[src/hw/rtl/fkq_pkg.sv]
// shared types and constants for the fifo key queue with lookup
`default_nettype none

package fkq_pkg;

  // fixed port widths
  localparam int unsigned KEY_W   = 32;
  localparam int unsigned CAP_W   = 5;
  localparam int unsigned COUNT_W = 5;

  // capacity after reset
  localparam logic [CAP_W-1:0] CAP_RESET = 5'd16;

  // operation codes, code 3 is a no-op
  typedef enum logic [1:0] {
    FUNC_PUSH   = 2'd0,
    FUNC_POP    = 2'd1,
    FUNC_LOOKUP = 2'd2
  } func_e;

  // per-cycle control broadcast to every cell
  typedef struct packed {
    logic push;    // successful push this cycle
    logic pop;     // successful pop this cycle, every cell takes its neighbor
    logic lookup;  // compare stored key against the search key
  } cell_ctrl_t;

endpackage : fkq_pkg

`default_nettype wire

[src/hw/rtl/fkq_cell.sv]
// one queue cell: holds a key and its valid bit, shifts toward the head on pop
`default_nettype none

module fkq_cell
  import fkq_pkg::*;
#(
  parameter int unsigned KEY_BITS = 32
) (
  input  wire logic                clk_i,
  input  wire logic                rst_ni,
  input  wire cell_ctrl_t          ctrl_i,
  input  wire logic [KEY_BITS-1:0] key_i,
  input  wire logic                prev_valid_i,
  input  wire logic                nbr_valid_i,
  input  wire logic [KEY_BITS-1:0] nbr_key_i,
  output logic                     valid_o,
  output logic [KEY_BITS-1:0]      key_o,
  output logic                     match_o
);

  logic                valid_q, valid_d;
  logic [KEY_BITS-1:0] key_q, key_d;
  logic                match_q, match_d;
  logic                load;

  // the first empty cell behind the tail takes a pushed key
  assign load = ctrl_i.push & ~valid_q & prev_valid_i;

  always_comb begin
    valid_d = valid_q;
    key_d   = key_q;
    if (ctrl_i.pop) begin
      valid_d = nbr_valid_i;
      key_d   = nbr_key_i;
    end else if (load) begin
      valid_d = 1'b1;
      key_d   = key_i;
    end
  end

  // compare against the current contents, result registered
  assign match_d = ctrl_i.lookup & valid_q & (key_q == key_i);

  // valid and match state
  always_ff @(posedge clk_i or negedge rst_ni) begin
    if (!rst_ni) begin
      valid_q <= 1'b0;
      match_q <= 1'b0;
    end else begin
      valid_q <= valid_d;
      match_q <= match_d;
    end
  end

  // key payload
  always_ff @(posedge clk_i) begin
    key_q <= key_d;
  end

  assign valid_o = valid_q;
  assign key_o   = key_q;
  assign match_o = match_q;

endmodule : fkq_cell

`default_nettype wire

[src/hw/rtl/fifo_key_queue_with_lookup_unit.sv]
// top level: bounded fifo of keys built from a chain of cells, with membership search
// results: a result strobe comes in the cycle right after the accepting edge
// throughput: one transaction per cycle, busy is never raised
// the search compares every cell in the accept cycle and or-reduces the registered hits
// reset clears all cell valid bits and the count, and sets capacity to 16
// the receiver cannot stall: every result is shown for exactly one cycle
`default_nettype none

module fifo_key_queue_with_lookup_unit
  import fkq_pkg::*;
#(
  parameter int unsigned DEPTH    = 16,
  parameter int unsigned KEY_BITS = 32
) (
  input  wire logic               clk_i,
  input  wire logic               rst_ni,
  // command channel
  input  wire logic               start,
  output logic                    busy,
  input  wire logic [1:0]         func_i,
  input  wire logic [KEY_W-1:0]   key_i,
  // result channel
  output logic                    res_valid_o,
  output logic                    ok_o,
  output logic                    full_res_o,
  output logic [COUNT_W-1:0]      count_o,
  // configuration channel
  input  wire logic               cfg_valid_i,
  output logic                    cfg_ready_o,
  input  wire logic [CAP_W-1:0]   cfg_data_i
);

  localparam int unsigned CNT_W = $clog2(DEPTH + 1);
  localparam int unsigned W     = (CNT_W > CAP_W) ? CNT_W : CAP_W;

  logic               accept;
  logic [KEY_BITS-1:0] key_s;
  logic [CAP_W-1:0]   cap_q;
  logic [CNT_W-1:0]   count_q, count_d;
  logic [W-1:0]       count_w, count_next_w, cap_eff;
  logic               push_ok, pop_ok;
  cell_ctrl_t         ctrl;

  logic [DEPTH-1:0]    valid_vec;
  logic [DEPTH-1:0]    match_vec;
  logic [KEY_BITS-1:0] key_vec [DEPTH];

  // result pipeline stage
  logic               res_valid_q;
  logic               ok_q;
  logic               lookup_q;
  logic               full_q;
  logic [COUNT_W-1:0] count_res_q;

  assign busy        = 1'b0;
  assign cfg_ready_o = 1'b1;
  assign accept      = start & ~busy;

  // fit the key port to the stored key width
  if (KEY_BITS <= KEY_W) begin : g_key_narrow
    assign key_s = key_i[KEY_BITS-1:0];
  end else begin : g_key_wide
    assign key_s = {{(KEY_BITS - KEY_W){1'b0}}, key_i};
  end

  // effective capacity saturates at the depth
  assign cap_eff = (W'(cap_q) > W'(DEPTH)) ? W'(DEPTH) : W'(cap_q);
  assign count_w = W'(count_q);

  // operation decode
  always_comb begin
    push_ok = 1'b0;
    pop_ok  = 1'b0;
    if (accept) begin
      case (func_i)
        FUNC_PUSH: push_ok = (count_w < cap_eff);
        FUNC_POP:  pop_ok  = (count_q != '0);
        default:   ;
      endcase
    end
  end

  assign ctrl.push   = push_ok;
  assign ctrl.pop    = pop_ok;
  assign ctrl.lookup = accept & (func_i == FUNC_LOOKUP);

  always_comb begin
    count_d = count_q;
    if (push_ok) begin
      count_d = count_q + CNT_W'(1);
    end else if (pop_ok) begin
      count_d = count_q - CNT_W'(1);
    end
  end

  assign count_next_w = W'(count_d);

  // chain of cells, cell 0 holds the oldest entry
  for (genvar i = 0; i < DEPTH; i++) begin : g_cell
    logic                prev_valid;
    logic                nbr_valid;
    logic [KEY_BITS-1:0] nbr_key;

    if (i == 0) begin : g_first
      assign prev_valid = 1'b1;
    end else begin : g_inner
      assign prev_valid = valid_vec[i-1];
    end

    if (i == DEPTH - 1) begin : g_last
      assign nbr_valid = 1'b0;
      assign nbr_key   = '0;
    end else begin : g_mid
      assign nbr_valid = valid_vec[i+1];
      assign nbr_key   = key_vec[i+1];
    end

    fkq_cell #(
      .KEY_BITS (KEY_BITS)
    ) u_cell (
      .clk_i        (clk_i),
      .rst_ni       (rst_ni),
      .ctrl_i       (ctrl),
      .key_i        (key_s),
      .prev_valid_i (prev_valid),
      .nbr_valid_i  (nbr_valid),
      .nbr_key_i    (nbr_key),
      .valid_o      (valid_vec[i]),
      .key_o        (key_vec[i]),
      .match_o      (match_vec[i])
    );
  end

  // count, capacity and result stage
  always_ff @(posedge clk_i or negedge rst_ni) begin
    if (!rst_ni) begin
      count_q     <= '0;
      cap_q       <= CAP_RESET;
      res_valid_q <= 1'b0;
      ok_q        <= 1'b0;
      lookup_q    <= 1'b0;
      full_q      <= 1'b0;
      count_res_q <= '0;
    end else begin
      count_q     <= count_d;
      res_valid_q <= accept;
      if (cfg_valid_i && cfg_ready_o) begin
        cap_q <= cfg_data_i;
      end
      if (accept) begin
        ok_q        <= push_ok | pop_ok;
        lookup_q    <= ctrl.lookup;
        full_q      <= (count_next_w >= cap_eff);
        count_res_q <= count_next_w[COUNT_W-1:0];
      end
    end
  end

  assign res_valid_o = res_valid_q;
  assign ok_o        = lookup_q ? (|match_vec) : ok_q;
  assign full_res_o  = full_q;
  assign count_o     = count_res_q;

endmodule : fifo_key_queue_with_lookup_unit

`default_nettype wire

[config.mk]
export PLATFORM = sky130hd
export DESIGN_NAME = fifo_key_queue_with_lookup_unit
export DESIGN_NICKNAME = d
export VERILOG_FILES = /design/src/hw/rtl/fkq_pkg.sv /design/src/hw/rtl/fkq_cell.sv /design/src/hw/rtl/fifo_key_queue_with_lookup_unit.sv
export SDC_FILE = /design/constraint.sdc
export NUM_CORES = 1
export LEC_CHECK = 0
export CAP_MARGIN = 5
export CORE_MARGIN = 3
export CORE_UTILIZATION = 50
export DETAILED_ROUTE_END_ITERATION = 12
export DONT_BUFFER_PORTS = 1
export PLACE_DENSITY = 0.68
export SETUP_SLACK_MARGIN = 0.4
export SLEW_MARGIN = 0
export SYNTH_ARGS = -nofsm -noshare
export SYNTH_HDL_FRONTEND = slang
export SYNTH_SLANG_ARGS = --single-unit
export TNS_END_PERCENT = 5
[constraint.sdc]
create_clock -name clk_i -period 5.5 [get_ports clk_i]
set_input_delay 0.825 -clock clk_i [delete_from_list [all_inputs] [get_ports clk_i]]
set_output_delay 0.825 -clock clk_i [all_outputs]
set_load 0.005 [all_outputs]
After elaboration in Yosys (flattened, before gate mapping)
Cells that the tools add are included.
- flip-flop bits (word level): 563
- input bits: 43
- output and inout port bits: 10
- word-level logic and storage cells: 248
- add/sub/neg operators: 2
- order comparisons: 3
- eq/ne operators: 18
- multiplexer cells: 70
- bitwise operators: 81
- reduce and logical (&&, ||, !) cells: 19
- operator list (cell ; number):
    $mux 32 ; 30
    $eq 32x32->1 ; 16
    $and 1x1->1 ; 64
    $mux 1 ; 37
    $reduce_bool 2->1 ; 16
    $not 1->1 ; 16
    $reduce_or 16->1 ; 1
    $mux 5 ; 3
    $add 5x1->5 const B ; 1
    $ge 5x5->1 ; 1
    $gt 5x5->1 const B ; 1
    $lt 5x5->1 ; 1
    $reduce_bool 5->1 ; 1
    $sub 5x1->5 const B ; 1
    $eq 2x1->1 const B ; 1
    $eq 2x2->1 const B ; 1
    $logic_not 2->1 ; 1
    $or 1x1->1 ; 1

Logic depth before layout (Yosys ltp)
Gate-level depths: netlist of run 1.
- depth after elaboration: 9
- gate-level depth with buffers: 15
- depth with buffers taken out: 14

Cells and area by module
From an unflattened synthesis of run 1, not the netlist that was laid out.
- cells, all modules: 1999
- area total of the unflattened synthesis: 29548.3 µm²
- by module, submodules not included (module ; times used ; cells each ; area each (µm²) ; sequential area each (µm²)):
    fkq_cell ; 16 ; 118 ; 1771.7 ; 1011.0
    fifo_key_queue_with_lookup_unit ; 1 ; 111 ; 1201.2 ; 476.7

Worst setup path before layout of run 1
Ideal clock, no wire load.
- path type: input to register
- start point: input port func_i[0]
- end point: register g_cell[2].u_cell.key_q[0], enable pin
- library setup time: 0.466 ns
- arrival time: 4.209 ns
- data required time: 5.034 ns
- path slack: 0.826 ns
- cell stages on the path: 6
- path buffers: 1
- cells stage by stage: nor4b_1 -> nand2_1 -> nor2_1 -> buf_2 -> nand2_1 -> o21ai_0
- longest elaborated chain between the ends: 6
- elaborated cells between the ends (all ways): 9
- those cells by class: eq/ne (1); mux (4); bitwise (2); reduce/logical (2)
- ends and longest elaborated chain (item ; RTL line ; RTL):
    from (decl) ; fifo_key_queue_with_lookup_unit.sv:20 ; input wire logic [1:0] func_i,
    $logic_not 2->1 ; fifo_key_queue_with_lookup_unit.sv:75 ; case (func_i)
    $mux 1 ; fifo_key_queue_with_lookup_unit.sv:75 ;
    $mux 1 ; fifo_key_queue_with_lookup_unit.sv:74 ; if (accept) begin
    $and 1x1->1 (2 in series) ; fkq_cell.sv:27 ; assign load = ctrl_i.push & ~valid_q & prev_valid_i;
    $reduce_bool 2->1 (no source line) * ; -- ;
    to (signal assigned) ; fkq_cell.sv:57 ; key_q <= key_d;
    to (decl) ; fkq_cell.sv:22 ; logic [KEY_BITS-1:0] key_q, key_d;
Mark *: on every way between the ends. The rest lies on a longest branch, timed or not.
A chain may end at the register's enable or synchronous reset.

Worst setup path in the final report of run 1
- start point: register cap_q[4]
- end point: register full_q, in the netlist full_res_o
- longest elaborated chain between the ends: 7
- ends and longest elaborated chain (item ; RTL line ; RTL):
    from (decl) ; fifo_key_queue_with_lookup_unit.sv:38 ; logic [CAP_W-1:0] cap_q;
    from (signal assigned) ; fifo_key_queue_with_lookup_unit.sv:148 ; cap_q <= cfg_data_i;
    $gt 5x5->1 ; fifo_key_queue_with_lookup_unit.sv:67 ; assign cap_eff = (W'(cap_q) > W'(DEPTH)) ? W'(DEPTH) : W'(cap_q);
    $mux 5 * ; fifo_key_queue_with_lookup_unit.sv:67 ;
    $lt 5x5->1 ; fifo_key_queue_with_lookup_unit.sv:76 ; FUNC_PUSH: push_ok = (count_w < cap_eff);
    $mux 1 ; fifo_key_queue_with_lookup_unit.sv:75 ;
    $mux 1 ; fifo_key_queue_with_lookup_unit.sv:74 ;
    $mux 5 ; fifo_key_queue_with_lookup_unit.sv:89 ; if (push_ok) begin
    $ge 5x5->1 * ; fifo_key_queue_with_lookup_unit.sv:153 ; full_q <= (count_next_w >= cap_eff);
    to (signal assigned) ; fifo_key_queue_with_lookup_unit.sv:153 ;
    to (decl) ; fifo_key_queue_with_lookup_unit.sv:52 ; logic full_q;
Marked as above.

==> metrics.md, run 1 <==
| Metric | Value |
|---|---|
| Syn_nets | 2302 |
| Mapped Cells | 2248 |
| Predominant post-synthesis flop cell | edfxtp_1 |
| CTS Buf Count | 60 |
| Crit path DAT | 3.88 ns |
| EDFF count, synth | 480 |
| Gr usage total | 0.2461 |
| Setup TNS | 0 ns |
| Clk_skew | 0.02101 ns |
| Mean post-synth cell area | 12.51 um2 |
| Area growth, synth to finish | 7.565% |
| Fmax | 0.2949 GHz |
| Sw Pwr | 3.159 mW |
| HP Class | in2async |
| Iteration-0 DRC Markers | 1699 |
| Slew @ Worst Pin | 1.121 ns |
| Nets | 2177 |
| PnR worst setup slack | 2.110 ns |
| Seq cells post-synth | 563 |
| Clock power share | 0.338 |
| CTS clk-pin slew, worst paths | 0.06 ns |
| Post-layout util | 0.5457 |
| Routed length per instance | 25.12 um |
| Yosys warnings | 0 |
| Worst vdd ir | 0.0003347 V |
| Family with the most delay on the worst path | compound AO/OA/AOI/OAI gates |
| Register area share after synthesis | 0.5809 |
| Critical Path, Cell by Cell | inv_1, ha_1, nand4_1, o22ai_1, nor2_1, buf_4, o21ai_0, nand2_1, ha_1, nand2b_1, a21oi_1, nor2b_1, o21ai_0, a21oi_1 |
| Reg2Reg Setup Slack | 2.11 ns |
| Port buffer count | 0 |
| Final worst-path cycle share | 0.6164 |
| Slowest CP cell | dfstp_2 |
| Crit Path Max Fanout | 17 |
| Final slew viol count | 0 |
| Via count | 17230 |
| ANT cells | 0 |
| Die H | 243.1 um |
| Vias in the first global route | 17610 |
| PwrDens | 375.5 mW/mm2 |
| Antenna violations before repair | 0 |
| Root buffer selected by CTS | clkbuf_16 |
| Required time worst endpoint | 5.99 ns |
| Leak | 12.69 nW |
| Area of the die | 0.05911 mm2 |
| Largest net degree at the start of global routing | 150 |
| Sequential share of power | 0.507 |
| RSZ-0062 raised after global routing | false |
| Hpwl dp | 53040 um |
| Clk buf depth | 3 |
| Crit path time final | 3.390 ns |
| DRC | 0 |
| Layout cells sized above 1 | 0.05660 |
| Yosys cell types | 45 |
| CTS sink count | 563 |
| Post-synth ARST share | 0.09059 |
| Io pins | 53 |
| Post-DRT Antenna Nets | 0 |
| Register area | 0.01633 mm2 |
| Switching Share | 0.2781 |
| Setup Viol. Count Final | 0 |
| Most common cell after layout, fill and taps aside | xor2_1 |
| CP Class | reg2reg |
| Area of the multi-input gates | 0.01089 mm2 |
| CTS tree | yes |
| Total power | 11.36 mW |
| Max incr delay on CP | 0.56 ns |
| DRT Pass-1 Iters | 7 |
| Placement Setup Slack | 2.065 ns |
| Crit path buffers/inverters | 2 |
| Num rows | 86 |
| CP Launch Type | register |
| Combinational power share | 0.154 |
| Vias/cell | 5.899 |
| Total gr overflow | 0 |
| Die Width | 243.1 um |
| CORE AREA | 0.05542 mm2 |
| Slew HR | 0.2523 |
| Commonest cells after routing, fill and taps aside | xor2_1, a21o_1, edfxtp_1, nor4_1, nand2_1 |
| Gpl congestion | 0.9047 |
| Post-Route WL | 73380 um |
| Int Power | 8.198 mW |
| CP endpoint kind | register |
| H-tree Lvls | 2 |
| # fillers | 4538 |
| First-pass GRT wire length | 109900 um |
| Status | completed |
| Clock Latency Late Sink | 0.63 ns |
| MaxCap Viol Count | 0 |
| Synth Cell Area | 0.02812 mm2 |
| Hold Fails Final Rpt | 0 |
| Initial Util | 0.5074 |
## power by group through the flow
stage	Combinational [mW]	Clock [mW]	Sequential, mW
global route	1.92	4.05	5.82
global placement	1.70	0	5.83
finish	1.75	3.84	5.76
floorplan	1.37	0	5.70
detailed placement	1.72	0	5.85
CTS	1.75	3.88	5.76
## repair_timing
item,4_1_cts,5_1_grt
setup endpoints to repair,0,0
hold endpoints to repair,50,0
buffers inserted,0,0
resized for setup,0,0
hold buffers,1,0
## per-stage QoR
| step | std cells | instance area (um2) | hold slack (ns) |
|---|---|---|---|
| final | 2921 | 30240 | 0.05161 |
| after global routing | 2921 | 30240 | 0.03545 |
| after CTS | 2921 | 30240 | 0.02645 |
| after detailed placement | 2808 | 28370 | 0.4773 |
| after global placement | 2808 | 28370 | 0.4629 |
| after floorplan | 2248 | 28120 | 0.4536 |
## cells in the mapped netlist (all sizes together) (2+ instances only)
master / count / area share
a21o: 480 / 0.13
a21oi: 21 / 0.0037
and2: 32 / 0.0071
buf: 122 / 0.024
clkbuf: 83 / 0.011
conb: 2 / 0.00027
dfrtp: 50 / 0.045
dfxtp: 32 / 0.023
edfxtp: 480 / 0.51
ha: 11 / 0.0049
inv: 9 / 0.0012
mux2: 7 / 0.0028
nand2: 88 / 0.012
nand2b: 3 / 0.00067
nand3: 35 / 0.0062
nand4: 19 / 0.0042
nor2: 36 / 0.0048
nor2b: 3 / 0.00067
nor3: 18 / 0.0032
nor3b: 2 / 0.00053
nor4: 131 / 0.029
nor4b: 2 / 0.0012
o211ai: 2 / 0.00053
o21ai: 52 / 0.0093
o22ai: 2 / 0.00044
o31ai: 3 / 0.00098
xnor2: 22 / 0.0069
xor2: 490 / 0.15
## final timing paths
path                                                  from                         end  cells after the start
worst max-delay path                              cap_q[4]                  full_res_o                     14
worst min-delay path                                rst_ni                    cap_q[4]                      0
worst max register to register                    cap_q[4]                  full_res_o                     14
worst min register to register  g_cell[15].u_cell.key_o[2]  g_cell[15].u_cell.key_o[2]                      2
max in group asynchronous                           rst_ni    g_cell[3].u_cell.valid_o                      1
min in group clk_i                                   start                 res_valid_o                      0
## metal layers
| layer | wire length [um] | track usage | vias to the layer above | share of wire |
|---|---|---|---|---|
| met5 | 0 | 0 | - | 0 |
| met4 | 3812 | 0.1213 | 0 | 0.052 |
| met3 | 3450 | 0.02618 | 156 | 0.047 |
| met2 | 35990 | 0.4198 | 628 | 0.49 |
| met1 | 30130 | 0.3140 | 8625 | 0.41 |
| li1 | - | - | 7821 | - |
## layout make-up
| cell class | instances | share of cell area |
|---|---|---|
| multi-input cells | 1471 | 0.3601 |
| clock buffers | 96 | 0.05784 |
| well taps | 748 | 0.03095 |
| flip-flops and latches | 563 | 0.5400 |
| clock inverters | 16 | 0.003186 |
| repair buffers | 18 | 0.006785 |
| inverters | 9 | 0.001117 |
## registers in the layout (all words and copies together), names as in the netlist
name	flops
g_cell.u_cell.match_o	16
ok_q	1
count_o	5
full_res_o	1
lookup_q	1
g_cell.u_cell.key_o	512
g_cell.u_cell.valid_o	16
count_q	5
res_valid_o	1
cap_q	5
## kinds of logic (layout without fill, tap and decap cells)
family                   count (synthesis)  after routing  share of synthesized area
buffers and inverters                  214            139                    0.03609
multiplexers                             8              8                   0.003160
adder cells (fa/ha/maj)                 11             11                   0.004895
AO/OA/AOI/OAI                          566            566                     0.1449
flip-flops                             563            563                     0.5809
AND/OR/NAND/NOR                        372            372                    0.07031
other                                    2              2                  0.0002671
XOR/XNOR                               512            512                     0.1595
Power figures use the tool's default switching activity.
==> run 2: changes to the inputs <==
--- a/config.mk
+++ b/config.mk
@@ -10,7 +10,7 @@
 export CORE_UTILIZATION = 50
 export DETAILED_ROUTE_END_ITERATION = 12
 export DONT_BUFFER_PORTS = 1
-export PLACE_DENSITY = 0.68
+export PLACE_DENSITY = 0.71
 export SETUP_SLACK_MARGIN = 0.4
 export SLEW_MARGIN = 0
 export SYNTH_ARGS = -nofsm -noshare
==> constraint.sdc (replaced) <==
create_clock -name clk_i -period 3.1 [get_ports clk_i]
set_input_delay 0.465 -clock clk_i [delete_from_list [all_inputs] [get_ports clk_i]]
set_output_delay 0.465 -clock clk_i [all_outputs]
set_load 0.005 [all_outputs]
==> metrics.md, run 2 (synthesis results as in run 1) <==
| Metric | Value |
|---|---|
| Crit Path Max Fanout | 1 (-16) |
| Iteration-0 DRC Markers | 1866 (+9.8%) |
| RSZ-0062 raised after global routing | true |
| DRC | 0 (unchanged) |
| Via count | 17750 (+3.0%) |
| CP endpoint kind | output port |
| CORE AREA | 0.05542 mm2 (unchanged) |
| Sequential share of power | 0.496 (-0.011) |
| Largest register FFs | 512 (unchanged) |
| Worst hold slack | 0.03798 ns (-0.01363 ns) |
| CP Launch Type | register |
| Gr usage total | 0.2563 (+0.01023) |
| Clock Latency Late Sink | 0.61 ns (-0.02 ns) |
| Register area | 0.01633 mm2 (unchanged) |
| First-pass GRT wire length | 113900 um (+3.6%) |
| Critical Path, Cell by Cell | nor4_1, buf_4, nand4_1, nor4_4, buf_4, a21oi_1 |
| Required time worst endpoint | 2.63 ns (-3.36 ns) |
| Clock power share | 0.333 (-0.005) |
| Setup Viol. Count Final | 0 (unchanged) |
| CTS clk-pin slew, worst paths | 0.06 ns (about the same) |
| Post-Route WL | 76720 um (+4.6%) |
| Slew @ Worst Pin | 0.8982 ns (-0.2228 ns) |
| HP Class | in2reg |
| Area of the multi-input gates | 0.01103 mm2 (+1.3%) |
| Gpl congestion | 0.9626 (+6.4%) |
| Area of the die | 0.05911 mm2 (unchanged) |
| Commonest cells after routing, fill and taps aside | xor2_1, a21o_1, edfxtp_1, nor4_1, nand2_1 |
| CP Class | reg2out |
| Root buffer selected by CTS | clkbuf_16 |
| Design Area, Final | 0.03139 mm2 (+3.8%) |
| # fillers | 4397 (-3.1%) |
| Clk_skew | 0.01907 ns (-0.001938 ns) |
| Switching Share | 0.2796 (+0.001491) |
| Vias/cell | 5.905 (+0.11%) |
| H-tree Lvls | 2 (unchanged) |
| Num rows | 86 (unchanged) |
| Setup TNS | 0 ns (unchanged) |
| Io pins | 53 (unchanged) |
| Slew HR | 0.3957 (+0.1434) |
| Clk buf depth | 3 (unchanged) |
| Fmax | 0.3710 GHz |
| Vias in the first global route | 17690 (+0.44%) |
| Die Width | 243.1 um (unchanged) |
| Routed length per instance | 25.52 um (+1.6%) |
| Largest net degree at the start of global routing | 167 (+11%) |
| Status | completed |
| MaxCap Viol Count | 0 (unchanged) |
| Final worst-path cycle share | 0.8694 |
| Initial Util | 0.5074 (unchanged) |
| Worst vdd ir | 0.0004546 V (+36%) |
| Area growth, synth to finish | 11.65% |
| Hold Fails Final Rpt | 0 (unchanged) |
| Nets | 2269 (+4.2%) |
| Antenna violations before repair | 2 (+2) |
| CTS tree | yes |
| Port buffer count | 0 (unchanged) |
| PwrDens | 655.3 mW/mm2 (+74%) |
| Slowest CP cell | dfrtp_1 |
| CP most frequent cell | buf_4 |
| Die H | 243.1 um (unchanged) |
| Sw Pwr | 5.752 mW (+82%) |
| Final slew viol count | 0 (unchanged) |
| Max incr delay on CP | 0.36 ns (-0.20 ns) |
| Placed instance area | 0.02907 mm2 (+2.5%) |
| Crit path DAT | 2.23 ns (-1.65 ns) |
| Leak | 13.23 nW (+4.2%) |
| Post-DRT Antenna Nets | 0 (unchanged) |
| CTS sink count | 563 (unchanged) |
| Crit path time final | 2.695 ns |
| Total gr overflow | 0 (unchanged) |
| Placed cell count | 2868 (+2.1%) |
| Layout cells sized above 1 | 0.09167 (+0.03507) |
| Combinational power share | 0.172 (+0.018) |
| ANT cells | 0 (unchanged) |
| Cell Count, Final, Fillers Out | 3006 (+2.9%) |
| CTS Buf Count | 57 (-5.0%) |
| Hpwl dp | 53280 um (+0.45%) |
| Int Power | 14.82 mW (+81%) |
| Most common cell after layout, fill and taps aside | xor2_1 |
| DRT Pass-1 Iters | 5 (-2) |
==> run 2: changes by cell type in the layout (fill, tap and decap cells not counted), moves of 4 or more <==
cell and delta:
o21ai_2 -8, buf_6 +5, o21ai_4 +8, dlygate4sd3_1 +32, clkinv_1 -4, clkinv_2 +4
clkbuf_1 -16, buf_12 +13, clkbuf_8 +4, buf_4 +43, clkbuf_16 -4
==> run 2: final cells by class <==
cell class                 instances  share of cell area
sequential                       563              0.5203
clock inverter                    23            0.007174
clock buffer                      79             0.05158
multi-input combinational       1471              0.3513
tap                              748             0.02981
timing repair buffer             113             0.03878
inverter                           9            0.001076
==> run 2: per-stage QoR <==
stage	utilization	setup slack (ns)	power (mW)
4_1_cts	0.5655	0.3122	20.60
5_1_grt	0.5665	0.2802	21.35
6_report	0.5665	0.4048	20.57
3_5_place_dp	0.5245	0.1827	13.66
3_3_place_gp	0.5245	0.2690	13.58
2_1_floorplan	-	0.4371	12.61
==> run 2: worst paths after layout <==
| check | startpoint | to | slack [ns] | cells past startpoint |
|---|---|---|---|---|
| max | g_cell[1].u_cell.match_o | ok_o | 0.40 | 6 |
| min | key_i[9] | g_cell[15].u_cell.key_o[9] | 0.04 | 2 |
| max reg2reg | cap_q[4] | full_res_o | 0.41 | 14 |
| min reg2reg | g_cell[15].u_cell.key_o[21] | g_cell[15].u_cell.key_o[21] | 0.48 | 2 |
| max in group asynchronous | rst_ni | cap_q[4] | 2.41 | 2 |
| min in group asynchronous | rst_ni | cap_q[1] | 0.40 | 2 |
==> run 2: power groups by stage <==
| stage | clock (mW) | combinational [mW] | sequential [mW] |
|---|---|---|---|
| 2_1_floorplan | 0 | 2.51 | 10.1 |
| 4_1_cts | 6.91 | 3.49 | 10.2 |
| 3_3_place_gp | 0 | 3.26 | 10.3 |
| 5_1_grt | 7.22 | 3.83 | 10.3 |
| 6_report | 6.84 | 3.53 | 10.2 |
| 3_5_place_dp | 0 | 3.32 | 10.3 |
==> run 2: what timing repair did <==
action / in CTS / in global routing
setup buffers: 2 / 0
endpoints found under the hold margin: 89 / 0
pin swaps: 3 / 0
setup endpoints to repair: 130 / 442
hold buffers: 33 / 0
cloned: 0 / 1
resized for setup: 15 / 6
==> run 2: critical path: cells and delay by family (launching register included) <==
family / cells / cell delay [ns]
AO/OA/AOI/OAI: 1 / 0.06
buffers and inverters: 2 / 0.39
flip-flops: 1 / 0.36
AND/OR/NAND/NOR: 3 / 0.82
==> run 2: per-layer routing <==
| layer | part of all wire | GRT usage |
|---|---|---|
| met3 | 0.068 | 0.03005 |
| met1 | 0.41 | 0.3402 |
| met2 | 0.48 | 0.4262 |
| met5 | 0 | 0 |
| met4 | 0.045 | 0.1135 |
